<file path="src/rtl/assert_macros.svh">
// Assertion macros shared by the RTL.
`ifndef ASSERT_MACROS_SVH
`define ASSERT_MACROS_SVH

`ifndef SYNTH

`define ASSERT_PROP(label, clk, rst, prop) \
  label: assert property (@(posedge clk) disable iff (rst) prop) \
    else $error("%m: property failed");

`define ASSERT_NEVER(label, clk, rst, expr) \
  label: assert property (@(posedge clk) disable iff (rst) !(expr)) \
    else $error("%m: forbidden condition seen");

`else

`define ASSERT_PROP(label, clk, rst, prop)

`define ASSERT_NEVER(label, clk, rst, expr)

`endif

`endif

</file>
<file path="src/rtl/otq_pkg.sv">
// Types and constants of the ordered timer queue.
package otq_pkg;

  localparam int CMD_W  = 2;
  localparam int SLOT_W = 4;
  localparam int TIME_W = 64;

  localparam int IN_DATA_W  = 200;
  localparam int OUT_DATA_W = 8;

  localparam logic [CMD_W-1:0] CMD_START   = 2'd0;
  localparam logic [CMD_W-1:0] CMD_STOP    = 2'd1;
  localparam logic [CMD_W-1:0] CMD_PROCESS = 2'd2;

  typedef struct packed {
    logic              fired_valid;
    logic [SLOT_W-1:0] fired_slot;
    logic              last;
  } result_t;

endpackage

</file>
<file path="src/rtl/otq_ram.sv">
// Generic single-write, single-read RAM with registered read data.
module otq_ram #(
  parameter int WIDTH = 64,
  parameter int DEPTH = 16
) (
  input  logic                     clk,
  input  logic                     we,
  input  logic [$clog2(DEPTH)-1:0] waddr,
  input  logic [WIDTH-1:0]         wdata,
  input  logic [$clog2(DEPTH)-1:0] raddr,
  output logic [WIDTH-1:0]         rdata
);

  logic [WIDTH-1:0] mem [DEPTH];

  always_ff @(posedge clk) begin
    if (we) begin
      mem[waddr] <= wdata;
    end
    rdata <= mem[raddr];
  end

endmodule

</file>
<file path="src/rtl/otq_ctrl.sv">
// Sequencer, slot scan with shared compare unit, and shared deadline adder.
module otq_ctrl #(
  parameter int TIMER_SLOTS = 16
) (
  input  logic                              clk,
  input  logic                              rst,
  input  logic                              accept,
  input  logic [otq_pkg::CMD_W-1:0]         command,
  input  logic [otq_pkg::SLOT_W-1:0]        timer_slot,
  input  logic [otq_pkg::TIME_W-1:0]        timeout,
  input  logic [otq_pkg::TIME_W-1:0]        repeat_period,
  input  logic [otq_pkg::TIME_W-1:0]        now,
  input  logic                              out_free,
  output logic                              ready,
  output logic                              push_en,
  output otq_pkg::result_t                  push,
  output logic                              dl_we,
  output logic [$clog2(TIMER_SLOTS)-1:0]    dl_waddr,
  output logic [otq_pkg::TIME_W-1:0]        dl_wdata,
  output logic [$clog2(TIMER_SLOTS)-1:0]    dl_raddr,
  input  logic [otq_pkg::TIME_W-1:0]        dl_rdata,
  output logic                              pr_we,
  output logic [$clog2(TIMER_SLOTS)-1:0]    pr_waddr,
  output logic [otq_pkg::TIME_W-1:0]        pr_wdata,
  output logic [$clog2(TIMER_SLOTS)-1:0]    pr_raddr,
  input  logic [otq_pkg::TIME_W-1:0]        pr_rdata
);
  import otq_pkg::*;

  localparam int SW = $clog2(TIMER_SLOTS);
  localparam logic [SW-1:0] LAST_IDX = SW'(TIMER_SLOTS - 1);

  localparam logic [2:0] ST_IDLE   = 3'd0;
  localparam logic [2:0] ST_SCAN   = 3'd1;
  localparam logic [2:0] ST_DRAIN  = 3'd2;
  localparam logic [2:0] ST_DECIDE = 3'd3;
  localparam logic [2:0] ST_FIRE   = 3'd4;
  localparam logic [2:0] ST_REARM  = 3'd5;
  localparam logic [2:0] ST_FINAL  = 3'd6;

  logic [2:0]             state;
  logic [TIMER_SLOTS-1:0] armed;
  logic [TIMER_SLOTS-1:0] done;
  logic [SW-1:0]          cnt;
  logic                   rd_v;
  logic [SW-1:0]          rd_i;
  logic                   best_found;
  logic [TIME_W-1:0]      best_dl;
  logic [SW-1:0]          best_idx;
  logic                   pend_valid;
  logic [SW-1:0]          pend_slot;
  logic [TIME_W-1:0]      now_q;

  logic                   in_range;
  logic [SW-1:0]          slot_idx;
  logic                   start_wr;
  logic [TIME_W-1:0]      add_a;
  logic [TIME_W-1:0]      add_b;
  logic                   cand;
  logic                   better;

  assign in_range = int'(timer_slot) < TIMER_SLOTS;
  assign slot_idx = SW'(timer_slot);
  assign start_wr = accept && (command == CMD_START) && in_range;

  // one adder: now+timeout on start, now+period on re-arm
  assign add_a    = (state == ST_IDLE) ? now : now_q;
  assign add_b    = (state == ST_IDLE) ? timeout : pr_rdata;
  assign dl_wdata = add_a + add_b;
  assign dl_waddr = (state == ST_IDLE) ? slot_idx : best_idx;
  assign dl_we    = start_wr || ((state == ST_REARM) && (pr_rdata != '0));
  assign dl_raddr = cnt;

  assign pr_we    = start_wr;
  assign pr_waddr = slot_idx;
  assign pr_wdata = repeat_period;
  assign pr_raddr = best_idx;

  // compare unit: expired, and earlier than the best so far (ties keep lower slot)
  assign cand   = rd_v && armed[rd_i] && !done[rd_i] && (dl_rdata <= now_q);
  assign better = !best_found || (dl_rdata < best_dl);

  assign ready = (state == ST_IDLE);

  assign push_en = ((state == ST_DECIDE) && best_found && pend_valid && out_free) ||
                   ((state == ST_FINAL) && out_free);
  assign push.fired_valid = pend_valid;
  assign push.fired_slot  = pend_valid ? SLOT_W'(pend_slot) : '0;
  assign push.last        = (state == ST_FINAL);

  always_ff @(posedge clk) begin
    if (rst) begin
      state      <= ST_IDLE;
      armed      <= '0;
      rd_v       <= 1'b0;
      best_found <= 1'b0;
      pend_valid <= 1'b0;
    end else begin
      rd_v <= (state == ST_SCAN);
      rd_i <= cnt;
      if (cand && better) begin
        best_found <= 1'b1;
        best_dl    <= dl_rdata;
        best_idx   <= rd_i;
      end
      case (state)
        ST_IDLE: begin
          if (accept) begin
            case (command)
              CMD_START: begin
                if (in_range) begin
                  armed[slot_idx] <= 1'b1;
                end
              end
              CMD_STOP: begin
                if (in_range) begin
                  armed[slot_idx] <= 1'b0;
                end
              end
              CMD_PROCESS: begin
                now_q      <= now;
                done       <= '0;
                cnt        <= '0;
                best_found <= 1'b0;
                state      <= ST_SCAN;
              end
              default: ;
            endcase
          end
        end
        ST_SCAN: begin
          cnt <= cnt + SW'(1);
          if (cnt == LAST_IDX) begin
            state <= ST_DRAIN;
          end
        end
        ST_DRAIN: begin
          state <= ST_DECIDE;
        end
        ST_DECIDE: begin
          if (!best_found) begin
            state <= ST_FINAL;
          end else if (!pend_valid || out_free) begin
            pend_valid <= 1'b1;
            pend_slot  <= best_idx;
            state      <= ST_FIRE;
          end
        end
        ST_FIRE: begin
          state <= ST_REARM;
        end
        ST_REARM: begin
          done[best_idx] <= 1'b1;
          if (pr_rdata == '0) begin
            armed[best_idx] <= 1'b0;
          end
          cnt        <= '0;
          best_found <= 1'b0;
          state      <= ST_SCAN;
        end
        ST_FINAL: begin
          if (out_free) begin
            pend_valid <= 1'b0;
            state      <= ST_IDLE;
          end
        end
        default: begin
          state <= ST_IDLE;
        end
      endcase
    end
  end

endmodule

</file>
<file path="src/rtl/ordered_timer_queue.sv">
// Ordered timer queue: top level with slot stores and output register.
//
// Commands arrive on the s_ stream, one per transfer. Start arms a slot with
// deadline now+timeout and a repeat period, stop disarms it, process fires
// every expired slot, earliest deadline first, ties to the lower slot.
// Results leave on the m_ stream, only for process: one transfer per fired
// slot (m_tuser high), or a single transfer with m_tuser low when nothing
// expired; m_tlast marks the final result of a process command.
// Start and stop are taken in the idle state. Process scans the slots one
// per cycle through the single read port of the deadline RAM: each fired
// slot costs a full scan, and a final scan that finds nothing left comes
// before the closing result. s_tready is low while a process command runs.
// Reset disarms every slot; deadline and period stores are not cleared.
// A stalled receiver holds the output register; the scan for the next
// slot still runs, and the block waits only when a further result is due.
`include "assert_macros.svh"

module ordered_timer_queue #(
  parameter int TIMER_SLOTS = 16
) (
  input  logic                             clk,
  input  logic                             rst,
  input  logic                             s_tvalid,
  output logic                             s_tready,
  // command[1:0], timer_slot[5:2], timeout[69:6], repeat_period[133:70],
  // now[197:134], zero pad
  input  logic [otq_pkg::IN_DATA_W-1:0]    s_tdata,
  output logic                             m_tvalid,
  input  logic                             m_tready,
  // fired_slot[3:0], zero pad
  output logic [otq_pkg::OUT_DATA_W-1:0]   m_tdata,
  // fired_valid[0]
  output logic                             m_tuser,
  output logic                             m_tlast
);
  import otq_pkg::*;

  localparam int SW = $clog2(TIMER_SLOTS);

  logic              accept;
  logic              out_free;
  logic              push_en;
  result_t           push;
  result_t           res;
  logic              dl_we;
  logic [SW-1:0]     dl_waddr;
  logic [TIME_W-1:0] dl_wdata;
  logic [SW-1:0]     dl_raddr;
  logic [TIME_W-1:0] dl_rdata;
  logic              pr_we;
  logic [SW-1:0]     pr_waddr;
  logic [TIME_W-1:0] pr_wdata;
  logic [SW-1:0]     pr_raddr;
  logic [TIME_W-1:0] pr_rdata;

  assign accept   = s_tvalid && s_tready;
  assign out_free = !m_tvalid || m_tready;

  otq_ctrl #(
    .TIMER_SLOTS (TIMER_SLOTS)
  ) u_ctrl (
    .clk           (clk),
    .rst           (rst),
    .accept        (accept),
    .command       (s_tdata[1:0]),
    .timer_slot    (s_tdata[5:2]),
    .timeout       (s_tdata[69:6]),
    .repeat_period (s_tdata[133:70]),
    .now           (s_tdata[197:134]),
    .out_free      (out_free),
    .ready         (s_tready),
    .push_en       (push_en),
    .push          (push),
    .dl_we         (dl_we),
    .dl_waddr      (dl_waddr),
    .dl_wdata      (dl_wdata),
    .dl_raddr      (dl_raddr),
    .dl_rdata      (dl_rdata),
    .pr_we         (pr_we),
    .pr_waddr      (pr_waddr),
    .pr_wdata      (pr_wdata),
    .pr_raddr      (pr_raddr),
    .pr_rdata      (pr_rdata)
  );

  otq_ram #(
    .WIDTH (TIME_W),
    .DEPTH (TIMER_SLOTS)
  ) u_deadline_ram (
    .clk   (clk),
    .we    (dl_we),
    .waddr (dl_waddr),
    .wdata (dl_wdata),
    .raddr (dl_raddr),
    .rdata (dl_rdata)
  );

  otq_ram #(
    .WIDTH (TIME_W),
    .DEPTH (TIMER_SLOTS)
  ) u_period_ram (
    .clk   (clk),
    .we    (pr_we),
    .waddr (pr_waddr),
    .wdata (pr_wdata),
    .raddr (pr_raddr),
    .rdata (pr_rdata)
  );

  always_ff @(posedge clk) begin
    if (rst) begin
      m_tvalid <= 1'b0;
    end else if (push_en) begin
      m_tvalid <= 1'b1;
      res      <= push;
    end else if (m_tready) begin
      m_tvalid <= 1'b0;
    end
  end

  assign m_tdata = {{(OUT_DATA_W - SLOT_W){1'b0}}, res.fired_slot};
  assign m_tuser = res.fired_valid;
  assign m_tlast = res.last;

  // a result is only loaded into a free output register
  `ASSERT_NEVER(a_no_overwrite, clk, rst, push_en && !out_free)
  // an empty result always closes the process command
  `ASSERT_NEVER(a_empty_is_last, clk, rst, m_tvalid && !m_tuser && !m_tlast)
  // a result that is not the last one means the process command is still running
  `ASSERT_NEVER(a_busy_mid_burst, clk, rst, m_tvalid && !m_tlast && s_tready)
  // results are only produced while a command is being worked on
  `ASSERT_PROP(a_push_busy, clk, rst, push_en |-> !s_tready)

endmodule
</file>
<file path="config.mk">
export PLATFORM = sky130hd
export DESIGN_NAME = ordered_timer_queue
export DESIGN_NICKNAME = d
export VERILOG_FILES = /design/src/rtl/otq_pkg.sv /design/src/rtl/otq_ram.sv /design/src/rtl/otq_ctrl.sv /design/src/rtl/ordered_timer_queue.sv
export VERILOG_INCLUDE_DIRS = /design/src /design/src/rtl
export SDC_FILE = /design/constraint.sdc
export NUM_CORES = 2
export LEC_CHECK = 0
export BUFFER_PORTS_ARGS = -buffer_cell sky130_fd_sc_hd__buf_4
export CAP_MARGIN = 20
export CORE_MARGIN = 2
export CORE_UTILIZATION = 60
export CTS_BUF_LIST = sky130_fd_sc_hd__clkbuf_8
export DETAILED_ROUTE_END_ITERATION = 7
export GPL_ROUTABILITY_DRIVEN = 1
export GPL_TIMING_DRIVEN = 0
export PLACE_DENSITY = 0.83
export SETUP_SLACK_MARGIN = 0.5
export SLEW_MARGIN = 10
export SYNTH_ARGS = -nofsm -noshare
export SYNTH_HDL_FRONTEND = slang
export SYNTH_SLANG_ARGS = --single-unit
</file>
<file path="constraint.sdc">
create_clock -name clk -period 12.4 [get_ports clk]
set_input_delay 3.72 -clock clk [delete_from_list [all_inputs] [get_ports clk]]
set_output_delay 3.72 -clock clk [all_outputs]
set_load 0.01 [all_outputs]
</file>
# [Word level (Yosys, flattened, before mapping)]
# Memory sizes are Yosys's and may differ from the RTL's. A register that Yosys moved wholly into a read port is not among the register bits.
# Cells that the tools add are included.
[word_totals] wordCells=133 mem_count=2 regBits=189 output_inout_bits=12 input_bits=204 mem_bits_rw=2048
[mem_list] memory="u_deadline_ram.mem" depth=16 word_bits=64 read_ports=1 rd_clocked_by_memory_dff=1 write_ports=1 line="otq_ram.sv:14" rtl="logic [WIDTH-1:0] mem [DEPTH];"
[mem_list] memory="u_period_ram.mem" depth=16 word_bits=64 read_ports=1 rd_clocked_by_memory_dff=1 write_ports=1 line="otq_ram.sv:14"
[classes] n_reduce_logical=39 muxes=42 bitwise=7 addsub=2 eq_ne=18 order_cmp=7
[ops] cell="64-bit 2-to-1 mux" count=2
[ops] cell="16-bit one-hot mux with 2 select lines" count=3
[ops] cell="64-bit adder" count=1
[ops] cell="64-bit less-or-equal comparator" count=1
[ops] cell="64-bit logical NOT" count=1
[ops] cell="64-bit less-than comparator" count=1
[ops] cell="16-bit 2-to-1 mux" count=4
[ops] cell="64-bit nonzero test" count=1
[ops] cell="16-bit AND" count=2
[ops] cell="16-bit inverter" count=2
[ops] cell="16-bit OR" count=2
[ops] cell="4-bit AND reduction" count=6
[ops] cell="3-bit one-hot mux with 7 select lines" count=1
[ops] cell="3-bit 2-to-1 mux" count=6
[ops] cell="1-bit 2-to-1 mux" count=16
[ops] cell="4-bit by 5-bit less-than comparator with 1-bit output (second input constant)" count=3
[ops] cell="1-bit logical AND" count=13
[ops] cell="4-bit 2-to-1 mux" count=3
[ops] cell="4-bit one-hot mux with 3 select lines" count=1
[ops] cell="3-bit == test (second input constant)" count=3
[ops] cell="1-bit binary-select mux with 4-bit select" count=2
[ops] cell="1-bit demux with 4-bit select" count=2
[ops] cell="4-bit by 1-bit >= comparator with 1-bit output (second input constant)" count=2
[ops] cell="2-bit by 1-bit inequality test with 1-bit output (second input constant)" count=4
[ops] cell="19 further kinds" count=33

# [Depth between registers and ports, before layout]
[logic_depth] depth_word=10 ltp_mapped=20 ltp_nobuf=17

# [Hierarchy]
# A second synthesis with hierarchy kept.
[hier_totals] hier_cells=4953 area_unflattened_um2=94657.0
[modules_own_cells] mod="otq_ram" cells_each=1647 area_each_um2=39581.7 instances=2 seq_area_each_um2=32030.7
[modules_own_cells] mod="otq_ctrl" cells_each=1642 area_each_um2=15223.4 instances=1 seq_area_each_um2=5245.0
[modules_own_cells] mod="ordered_timer_queue" cells_each=17 area_each_um2=270.3 instances=1 seq_area_each_um2=200.2

# [Worst setup path after synthesis]
# Ideal clock, no wire load.
[synth_path] path_type="input port to flip-flop" startpoint="input s_tdata[1] (netlist name)" endpoint="register u_ctrl.now_q[0], enable pin" n_path_buf=1 arrival_ps=8889 path_stages=3 setup_slack_ps=2933 cell_sequence="clkbuf_1 > nor2b_1 > nor3b_1"
[synth_between] elab_chain_cells=2
[synth_rtl] item="start: declaration" line="ordered_timer_queue.sv:27" rtl="input logic [otq_pkg::IN_DATA_W-1:0] s_tdata,"
[synth_rtl] item="2-bit == test" line="otq_ctrl.sv:109" rtl="case (command)"
[synth_rtl] item="4-bit AND reduction (no source line)"
[synth_rtl] item="end signal: assignment" line="otq_ctrl.sv:121" rtl="now_q <= now;"
[synth_rtl] item="end: declaration" line="otq_ctrl.sv:52" rtl="logic [TIME_W-1:0] now_q;"
# Every way passes these cells.
# A chain may end at the register's enable or synchronous reset.

# [Final worst setup path]
[layout_path] startpoint="register u_ctrl.state[2]" endpoint="memory u_deadline_ram.mem[13][62], data pin"
[layout_between] elab_chain_cells=3 word_cells_on_any_way=4
[layout_rtl] item="start: declaration" line="otq_ctrl.sv:41" rtl="logic [2:0] state;"
[layout_rtl] item="start signal: assignment" line="otq_ctrl.sv:93" rtl="state <= ST_IDLE;"
[layout_rtl] item="start signal: assignment" line="otq_ctrl.sv:125" rtl="state <= ST_SCAN;"
[layout_rtl] item="start signal: assignment" line="otq_ctrl.sv:134" rtl="state <= ST_DRAIN;"
[layout_rtl] item="3-bit logical NOT *" line="otq_ctrl.sv:67, otq_ctrl.sv:68"
[layout_rtl] item="64-bit 2-to-1 mux, on equally long branches" line="otq_ctrl.sv:67, otq_ctrl.sv:68"
[layout_rtl] item="64-bit adder *" line="otq_ctrl.sv:69" rtl="assign dl_wdata = add_a + add_b;"
[layout_rtl] item="via dl_wdata[62]" line="ordered_timer_queue.sv:47" rtl="logic [TIME_W-1:0] dl_wdata;"
[layout_rtl] item="end: declaration" line="otq_ram.sv:14"
# Mark *: on every way through the listed nets, which the timed path passes. The rest lies on a longest branch.

==> reports/metrics.cfg <==
[run_status]
outcome = finished with violations
violations = design-rule violations

[placed_design]
placed_cells = 7201
place.gp.congestion = 0.9416
pre_cts_ws_ps = 3602
hpwl_mm = 172.5
dpl_cell_area_mm2 = 0.1017
portBuffers = 208

[clocking]
cts-root-buf = clkbuf_8
cts_hold_buffers = 0
cts.clk_slew.worst_paths_ps = 70
post_cts_buffers = 0
worstSkewPairLatency_ps = 1050
ctsResizeCount = 0
numCtsBuffers = 374
h-tree-depth = 5
cts_sinks = 2365
cts_tree = built
clk_path_buf_depth = 4

[floorplan]
die-area_mm2 = 0.1606
fp-row-count = 145
fp.dieW_um = 400.7
initial_core_util_pct = 60.46
fp.dieH_um = 400.7
ios = 216
core-area_mm2 = 0.1562

[worst_setup_path]
path_max_fanout = 16
slowest_stage = o2bb2ai_1
cp_data_required_time_ps = 13110
arrival_ps = 8520
startpoint_type = register
crit_type = reg -> reg
cp_cell_sequence = clkbuf_1 -> or3_1 -> inv_2 -> clkbuf_2 -> clkbuf_1 -> nand2_1 -> nand2_1 -> ha_1 -> inv_1 -> fa_1 -> nor2b_1 -> o21bai_1 -> a21oi_1 -> or2_2 -> nor2_1 -> o2bb2ai_1 -> o211ai_1 -> nand2_1 -> a211oi_1 -> xnor2_2
crit_path_max_incr_delay_ps = 890
end_kind = register
path_common_cell = nand2_1

[sta]
slew_headroom_pct = 21.07
finClkSkew_ps = 67.30
tns_ps = 0
fin_crit_sh_pct = 63.02
maxSlewViolCount = 0
fmax_mhz = 128.0
hold_viol_final = 0
worst_pin_slew_ps = 1184
setup_violations = 0
rsz0062_at_grt = false
setup_slack_ps = 4585
hold_ws_ps = 455.1
fin_crit_ps = 7815

[global_routing]
antenna_found_initial = 35
grt_pass1_wl_mm = 363.3
grt.overflow.total = 0
grtUsageTotal_pct = 31.88
grt_max_degree = 23
grt_pass1_vias = 53060

[synthesis]
yosysMostFrequentCell = edfxtp_1
synthFlopType = edfxtp_1
synth_commonest_cells = edfxtp_1 (2214), mux4_2 (640), nand2_1 (340), ha_1 (191), clkbuf_1 (160)
ys_types = 67
netlist_area_mm2 = 0.09444
synth_area_per_cell_um2 = 19.71
syn_inst = 4791
synth.top_cell.area_share_pct = 70.40
synth_edf_count = 2214
yosysWarnings = 0
yosys.area.top_type = edfxtp_1
synthArstFlopShare_pct = 0
synth-seq-cells = 2365
synth.area.top_cells = edfxtp_1 (70%), mux4_2 (15%), dfxtp_1 (3.2%), ha_1 (2.5%), nand2_1 (1.4%)
yosysSeqAreaShare_pct = 73.60

[run]
max-cap-violations = 0

[drt]
wl_per_cell_um = 32.78
drc = 9
viasPerCell = 6.711
drt_iter0_drc = 8164
num_vias = 53350
first_pass_iters = 8
ant_nets = 0
totalWireLength_mm = 260.6

[final_layout]
synthToLayoutAreaGrowth_pct = 16.08
multi_input_area_mm2 = 0.02385
final-seq-area_mm2 = 0.06951
nFillCells = 8699
drive_above_1_share_pct = 27.26
finalNonFillerCells = 7950
design_area_mm2 = 0.1096
final_nets = 5983

[power_and_ir_drop]
ir_worst_vdd_mv = 0.1030
powerDensity_mw_per_mm2 = 156.2
power_leakage_nw = 37.52

[worst_hold_path]
hold_class = reg -> reg

[layout make-up]
| type | instances | area share, % |
|---|---|---|
| buffer | 225 | 0.7864 |
| antenna | 15 | 0.03424 |
| tap | 2058 | 2.349 |
| timing repair buffer | 417 | 4.631 |
| inverter | 157 | 0.5376 |
| clock inverter | 254 | 1.331 |
| sequential | 2365 | 63.41 |
| clock buffer | 412 | 5.173 |
| multi-input combinational | 2047 | 21.75 |
[sequential cells by signal (all words and copies together), names as in the netlist, 3 cells and up, named ones only]
name,cells
u_deadline_ram.mem,1024
u_period_ram.mem,1024
u_ctrl.best_dl,64
u_ctrl.now_q,64
u_deadline_ram.rdata,64
u_period_ram.rdata,64
u_ctrl.done,16
m_tdata,4
u_ctrl.dl_raddr,4
u_ctrl.pend_slot,4
u_ctrl.pr_raddr,4
u_ctrl.rd_i,4
u_ctrl.state,3
[worst max-delay path: cells and delay by family (launching register included)]
family / cells / cell delay [ps]
compound gates: 5 / 1940
simple gates: 7 / 1480
fa+ha+maj: 2 / 740
xor+xnor: 1 / 690
flops: 1 / 300
buf+inv: 5 / 2240
[power by group]
part	total, mW	switching [mW]	leakage, nW	internal (mW)
registers	9.25	0.0395	21.2	9.21
logic	1.51	1.04	12.2	0.466
clock network	6.37	2.99	4.10	3.38
total	17.1	4.07	37.5	13.1
[cell families (layout without fill, tap and decap cells)]
family | Yosys count | in the layout | synth area share, %
compound gates | 465 | 465 | 3.176
xor+xnor | 65 | 65 | 0.6028
fa+ha+maj | 192 | 192 | 2.552
buf+inv | 382 | 1465 | 1.534
flops | 2365 | 2365 | 73.60
mux | 642 | 642 | 15.28
other cells | 1 | 19 | 0.003971
simple gates | 679 | 679 | 3.246
[metal layers]
layer | routed length (um) | GRT usage (%) | vias to the layer above
met5 | 242 | 0 | -
met4 | 14900 | 16.23 | 36
met3 | 33980 | 9.990 | 944
met2 | 125000 | 50.38 | 4313
met1 | 86560 | 40.23 | 26850
li1 | - | - | 21210
[worst paths after layout]
kind / slack (ps) / to / start / cells after the start
setup / recovery: 4590 / u_deadline_ram.mem[13][62] / u_ctrl.state[2] / 20
hold / removal: 460 / u_ctrl.pend_slot[2] / u_ctrl.pr_raddr[2] / 0
setup reg to reg: 4590 / u_deadline_ram.mem[13][62] / u_ctrl.state[2] / 20
hold reg to reg: 460 / u_ctrl.pend_slot[2] / u_ctrl.pr_raddr[2] / 0
[layout by cell type, fill, tap and decap left out, types with 9 or more instances in the layout]
cell       count
edfxtp_1    2214
mux4_2       640
clkbuf_8     412
nand2_1      340
inv_1        279
buf_4        246
ha_1         191
clkbuf_1     158
dfxtp_1      151
a21oi_1      120
o21ai_0      110
nor2_1        95
a21o_1        84
clkinv_1      76
buf_12        63
buf_1         61
nand4_1       45
buf_16        45
xnor2_1       33
nor2_4        31
nand3_1       30
buf_6         29
clkinv_2      28
a31oi_1       27
nor2b_1       24
a211oi_1      23
nor4_1        22
nand2b_1      22
xor2_1        22
buf_8         21
o22ai_1       16
bufinv_16     16
diode_2       15
o21bai_1      13
nor3_1        13
clkbuf_4      13
or3_1         10
o21ai_1        9
[stage by stage]
stage / util [%] / power, mW
final: 70.18 / 17.12
after CTS: 69.67 / 16.99
after global routing: 70.17 / 17.56
after detailed placement: 65.11 / 10.77
after global placement: 63.11 / 10.66
after floorplan: - / 10.20
No activity file was read; power rests on OpenSTA's default activity.
